## src/rtl/aenc_muldiv.sv

```systemverilog
`timescale 1ns / 1ps
// Serial shift-add multiplier followed by a restoring divider, two lanes sharing
// one divisor: off = range * count / total for both symbol bounds. Depends on nothing.
module aenc_muldiv #(
    parameter int TW = 24,
    parameter int PW = 57
) (
    input  logic          i_clk,
    input  logic          i_rst_n,
    input  logic          i_start,
    input  logic [32:0]   i_range,
    input  logic [TW-1:0] i_lo_c,
    input  logic [TW-1:0] i_hi_c,
    input  logic [TW-1:0] i_total,
    output logic          o_done,
    output logic [32:0]   o_off_lo,
    output logic [32:0]   o_off_hi
);

    localparam int CW = $clog2(PW + 1);

    logic          r_busy;
    logic          r_div;
    logic          r_done;
    logic [CW-1:0] r_cnt;
    logic [TW-1:0] r_mlo, r_mhi;
    logic [PW-1:0] r_plo, r_phi;
    logic [TW:0]   r_rlo, r_rhi;
    logic [32:0]   r_qlo, r_qhi;

    logic [TW:0] rem_lo, rem_hi;
    logic        ge_lo, ge_hi;

    always_comb begin
        rem_lo = {r_rlo[TW-1:0], r_plo[PW-1]};
        rem_hi = {r_rhi[TW-1:0], r_phi[PW-1]};
        ge_lo  = rem_lo >= {1'b0, i_total};
        ge_hi  = rem_hi >= {1'b0, i_total};
    end

    always_ff @(posedge i_clk) begin
        if (!i_rst_n) begin
            r_busy <= 1'b0;
            r_div  <= 1'b0;
            r_done <= 1'b0;
            r_cnt  <= '0;
        end else begin
            r_done <= 1'b0;
            if (i_start) begin
                r_busy <= 1'b1;
                r_div  <= 1'b0;
                r_cnt  <= CW'(TW);
            end else if (r_busy) begin
                if (r_cnt == CW'(1)) begin
                    if (r_div) begin
                        r_busy <= 1'b0;
                        r_done <= 1'b1;
                    end else begin
                        r_div <= 1'b1;
                        r_cnt <= CW'(PW);
                    end
                end else begin
                    r_cnt <= r_cnt - CW'(1);
                end
            end
        end
    end

    always_ff @(posedge i_clk) begin
        if (i_start) begin
            r_mlo <= i_lo_c;
            r_mhi <= i_hi_c;
            r_plo <= '0;
            r_phi <= '0;
            r_rlo <= '0;
            r_rhi <= '0;
            r_qlo <= '0;
            r_qhi <= '0;
        end else if (r_busy && !r_div) begin
            r_plo <= (r_plo << 1) + (r_mlo[TW-1] ? PW'(i_range) : '0);
            r_phi <= (r_phi << 1) + (r_mhi[TW-1] ? PW'(i_range) : '0);
            r_mlo <= r_mlo << 1;
            r_mhi <= r_mhi << 1;
        end else if (r_busy) begin
            r_plo <= r_plo << 1;
            r_phi <= r_phi << 1;
            r_rlo <= ge_lo ? rem_lo - {1'b0, i_total} : rem_lo;
            r_rhi <= ge_hi ? rem_hi - {1'b0, i_total} : rem_hi;
            r_qlo <= {r_qlo[31:0], ge_lo};
            r_qhi <= {r_qhi[31:0], ge_hi};
        end
    end

    assign o_done   = r_done;
    assign o_off_lo = r_qlo;
    assign o_off_hi = r_qhi;

endmodule

```

## config.mk

```make
export PLATFORM = sky130hd
export DESIGN_NAME = aenc_muldiv
export DESIGN_NICKNAME = d
export VERILOG_FILES = /design/src/rtl/aenc_muldiv.sv
export SDC_FILE = /design/constraint.sdc
export NUM_CORES = 1
export LEC_CHECK = 0
export ABC_CLOCK_PERIOD_IN_PS = 4480
export BUFFER_PORTS_ARGS = -buffer_cell sky130_fd_sc_hd__buf_2
export CORE_UTILIZATION = 60
export DETAILED_ROUTE_END_ITERATION = 8
export MAX_ROUTING_LAYER = met4
export PLACE_DENSITY = 0.8
export SLEW_MARGIN = 25
export SYNTH_ARGS = -nofsm -noshare
export SYNTH_HDL_FRONTEND = slang
export SYNTH_SLANG_ARGS = --single-unit
```

## constraint.sdc

```tcl
create_clock -name i_clk -period 4.48 [get_ports i_clk]
set_clock_uncertainty 0.05 [all_clocks]
set_input_delay 0.672 -clock i_clk [delete_from_list [all_inputs] [get_ports i_clk]]
set_output_delay 0.672 -clock i_clk [all_outputs]
set_load 0.02 [all_outputs]
```

# Yosys cells after proc, flatten, opt, wreduce, memory -nomap -nowiden
# Cells that the tools add are included.
[word_totals]
register_bits = 285
output_inout_bits = 67
wordCells = 59
[classes]
n_eq_ne = 3
order_cmp = 2
n_reduce_logical = 11
add_sub_neg = 5
n_bitwise = 4
mux = 21
[ops]
columns = ["operator", "count"]
rows = [
  ["$mux W57", 4],
  ["$mux W24", 6],
  ["$add A57 B33 Y57", 2],
  ["$mux W33", 2],
  ["$ge A25 B24 Y1", 2],
  ["$sub A24 B24 Y24", 2],
  ["$mux W6", 2],
  ["$mux W5", 2],
  ["$reduce_and A2 Y1", 4],
  ["$eq A6 B1 Y1 const B", 1],
  ["$reduce_bool A2 Y1", 3],
  ["$sub A6 B1 Y6 const B", 1],
  ["$mux W1", 5],
  ["$not A1 Y1", 4],
  ["$reduce_or A4 Y1", 1],
  ["$ne A3 B3 Y1 const B", 1],
  ["$ne A2 B2 Y1 const B", 1],
  ["$reduce_or A2 Y1", 1],
  ["$logic_and A1 B1 Y1", 1],
  ["$logic_not A1 Y1", 1],
]

# Depth between registers and ports, before layout
[logic_depth]
word_depth = 4
depth_mapped = 16
ltp_nobuf = 14

# Least setup slack after synthesis
# No wires, ideal clock.
[synth_timing]
path_type = "input port to flip-flop"
from = "input port i_range[1]"
to = "register r_phi[47]"
setup_time_ns = 0.091
path_stages = 14
arrival_time_ns = 3.400
slack_ns = 0.939
path_cell_list = "and2_1 -> ha_1 -> inv_1 -> fa_1 -> nand2b_1 -> a21oi_1 -> nor4_1 -> o31a_1 -> o2111ai_2 -> a311oi_2 -> nand2b_1 -> buf_2 -> or3_1 -> a311oi_1"
[synth_between]
elab_chain_cells = 3
[synth_lines]
columns = ["element", "line", "source"]
rows = [
  ["start: declaration", "11", "input logic [32:0] i_range,"],
  ["$mux W33", "81", "r_phi <= (r_phi << 1) + (r_mhi[TW-1] ? PW'(i_range) : '0);"],
  ["$add A57 B33 Y57", "81", ""],
  ["$mux W57", "79", "end else if (r_busy && !r_div) begin"],
  ["end signal: assignment", "81", ""],
  ["end signal: assignment", "86", "r_phi <= r_phi << 1;"],
  ["end: declaration", "27", "logic [PW-1:0] r_plo, r_phi;"],
]
# Every way passes these cells.
# A chain may end at the register's enable or synchronous reset.

# Worst setup path in the final report
[layout_timing]
from = "register r_mhi[23]"
to = "register r_phi[49]"
[layout_between]
elab_chain_cells = 3
[layout_lines]
columns = ["element", "line", "source"]
rows = [
  ["start: declaration", "26", "logic [TW-1:0] r_mlo, r_mhi;"],
  ["start signal: assignment", "72", "r_mhi <= i_hi_c;"],
  ["start signal: assignment", "83", "r_mhi <= r_mhi << 1;"],
  ["$mux W33", "81", ""],
  ["$add A57 B33 Y57", "81", ""],
  ["$mux W57", "79", ""],
]
# Every way passes these cells.

==> reports/results.tsv <==
metric	value	unit
DR vias	16055	
GRT Resource Usage Total	0.279	
share of cells above drive strength 1	0.139	
CTS Buffer Depth	3	
setup bufs post-CTS	0	
final-report max-slew violation count	0	
Synth Flop Type	dfxtp_1	
Leakage	8.41	nW
worst slew pin tran	0.944	ns
final worst setup slack	0.420	ns
total placed instance area	19200	sq um
Setup violations, final	0	
main combinational cell family by area after synthesis	compound AO/OA/AOI/OAI gates	
worst slack at placement	0.396	ns
layout overhead on the synthesized area	11.7	%
share of the synthesized area in the top cell type	0.262	
largest area contributor in the netlist	dfxtp_1	
CP Class	reg2reg	
clk slew on worst S/H paths	0.06	ns
setup TNS	0	ns
RSZ-0062 raised after global routing	no	
post-synthesis cell count	2206	
Core Util, Final	0.682	
status	finished clean	
number of nets still failing antenna checks after routing	0	
worst skew pair latency	0.58	ns
compound-gate portion of the synthesized area	0.215	
XOR/XNOR Fraction of Synth Area	0.0608	
DR vias/cell	5.90	
Die ar.	30900	sq um
Total Routed Length	43.0	mm
fin crit share	0.906	
design area	20300	sq um
Worst setup SP type	register	
initial antenna violation count	2	
Core Footprint	29700	sq um
pin count of the biggest net entering global routing	129	
post-CTS resize count	0	
Synthesis Warnings	0	
Layout Cells excl Fill	2721	
synth unique cells	81	
Mean Syn Cell Area	8.22	sq um
Fin. Hold Viols	0	
Buffers on Ports	174	
worst hold path type	in2reg	
VDD IR max	0.294	mV
fillers	2421	
Max-slew headroom	0.371	
Peak Freq	0.246	GHz
Post-synth top cells	245 x nand2_1, 244 x nor2_1, 237 x dfxtp_1	
# rows	63	
Period minus WS final	4.06	ns
first-pass GRT wire length	71.1	mm
CP endpoint kind	register	
max_cap viols	0	
Die W	176	um
DRC Markers	0	
PwrDens	331	nW/um^2
H-tree depth	1	
EDFF count, synth	48	
Synth Register Bits	285	
layout net count	2532	
post-synthesis mux area share	0.0457	
Post-Synth Simple-Gate Area	0.213	
dpl cells	2663	
CTS buffer count	31	
vias in the first global route	15104	
Initial Util	0.611	
Worst EP required	4.85	ns
Hold-fix buffers, CTS	0	
critical path arrival	4.43	ns
worst hold slack	0.303	ns
initial detailed-routing violation count	1117	
synth top area cells	dfxtp_1 26%, edfxtp_1 7.9%, ha_1 7.9%	
clock sinks	285	
post-synth net total	2432	
number of placed I/O pins	175	
GP Congestion	0.933	
total grt overflow	0	
clk root buf	clkbuf_16	
Power, Total	6.70	mW
Netlist Area Pre-Place	18100	sq um
Post-Synth Adder-Cell Area	0.0830	
post-DP HPWL	29.6	mm
TritonCTS clock tree	built	
Max FO, Critical Path	20	
top-count cell post-synth	nand2_1	
DRT Pass-1 Iters	5	
die outline height	176	um
Synth async-reset ratio	0	
register area share after synthesis	0.341	
wire per inst	15.8	um
state kept, by name, indices dropped and copies added, names as in the netlist:
signal    cells
o_done        1
o_off_hi     33
o_off_lo     33
r_busy        1
r_cnt         6
r_div         1
r_mhi        24
r_mlo        24
r_phi        57
r_plo        57
r_rhi        24
r_rlo        24
metal layers:
layer | global-route usage | vias to the layer above | share of wire
met5 | - | - | 0
met4 | 0.0812 | 0 | 0.021
met3 | 0.0335 | 78 | 0.044
met2 | 0.473 | 360 | 0.49
met1 | 0.349 | 7530 | 0.45
li1 | - | 8087 | -
final cells by class:
type                            count  area (sq um)  area share
Tap cell                          390           488      0.0241
Sequential cell                   285          6190       0.306
Clock buffer                       50           920      0.0454
Inverter                           69           259      0.0128
Timing Repair Buffer              192          1040      0.0514
Antenna cell                        2          5.00    0.000247
Clock inverter                      6           120     0.00593
Multi-Input combinational cell   1727         11200       0.555
kinds of logic (layout without fill, tap and decap cells):
kind of cell,after synthesis,in the layout
other,0,2
buffers and inverters,194,317
flip-flops,285,285
AND/OR/NAND/NOR,802,802
XOR/XNOR,126,126
multiplexers,77,77
AO/OA/AOI/OAI,604,604
adder cells (fa/ha/maj),118,118
worst max-delay path, stage by stage, from the launching register on:
cell       delay, ns
edfxtp_1        0.57
buf_4           0.30
and2_1          0.18
ha_1            0.38
a2111oi_0       0.55
o21a_1          0.21
o31a_1          0.16
or2_1           0.14
o2111ai_2       0.21
a311oi_2        0.32
nand2b_1        0.42
nand3b_1        0.18
xor2_1          0.14
a211oi_1        0.08
where the power goes:
| group | internal [mW] | leakage (nW) | switching [mW] |
|---|---|---|---|
| combinational | 0.506 | 5.48 | 0.669 |
| sequential | 2.77 | 2.42 | 0.132 |
| clock | 1.57 | 0.512 | 1.05 |
| total | 4.85 | 8.41 | 1.85 |
layout by cell type, fill, tap and decap left out, drive strengths merged, types with 5 or more instances in the layout:
master	instances
o31ai	7
nor3b	9
xnor2	65
nor2b	18
o21bai	9
dfxtp	237
inv	70
ha	114
mux2	46
or2	11
o21a	17
o21ai	99
nand3	34
nand2b	25
mux2i	31
and2	71
a31oi	18
a311oi	15
or3	15
a21oi	194
a221oi	6
xor2	61
o311ai	5
nor3	46
nor4	14
buf	192
and3	22
edfxtp	48
a211oi	101
a21boi	5
nand4	25
nand3b	8
o211ai	38
clkbuf	50
nand2	245
a21o	56
nor2	245
worst paths after layout:
kind / from / to / slack [ns] / depth (start not counted)
min: i_rst_n / r_cnt[3]$_SDFFE_PN0P_ / 0.30 / 2
max reg2reg: r_mhi[23]$_DFFE_PP_ / r_phi[49]$_SDFFE_PP0P_ / 0.42 / 13
max: r_mhi[23]$_DFFE_PP_ / r_phi[49]$_SDFFE_PP0P_ / 0.42 / 13
min reg2reg: o_off_lo[32]$_SDFFE_PP0P_ / o_off_lo[32]$_SDFFE_PP0P_ / 0.40 / 2
Note: power is estimated with default switching activity, not from simulation.
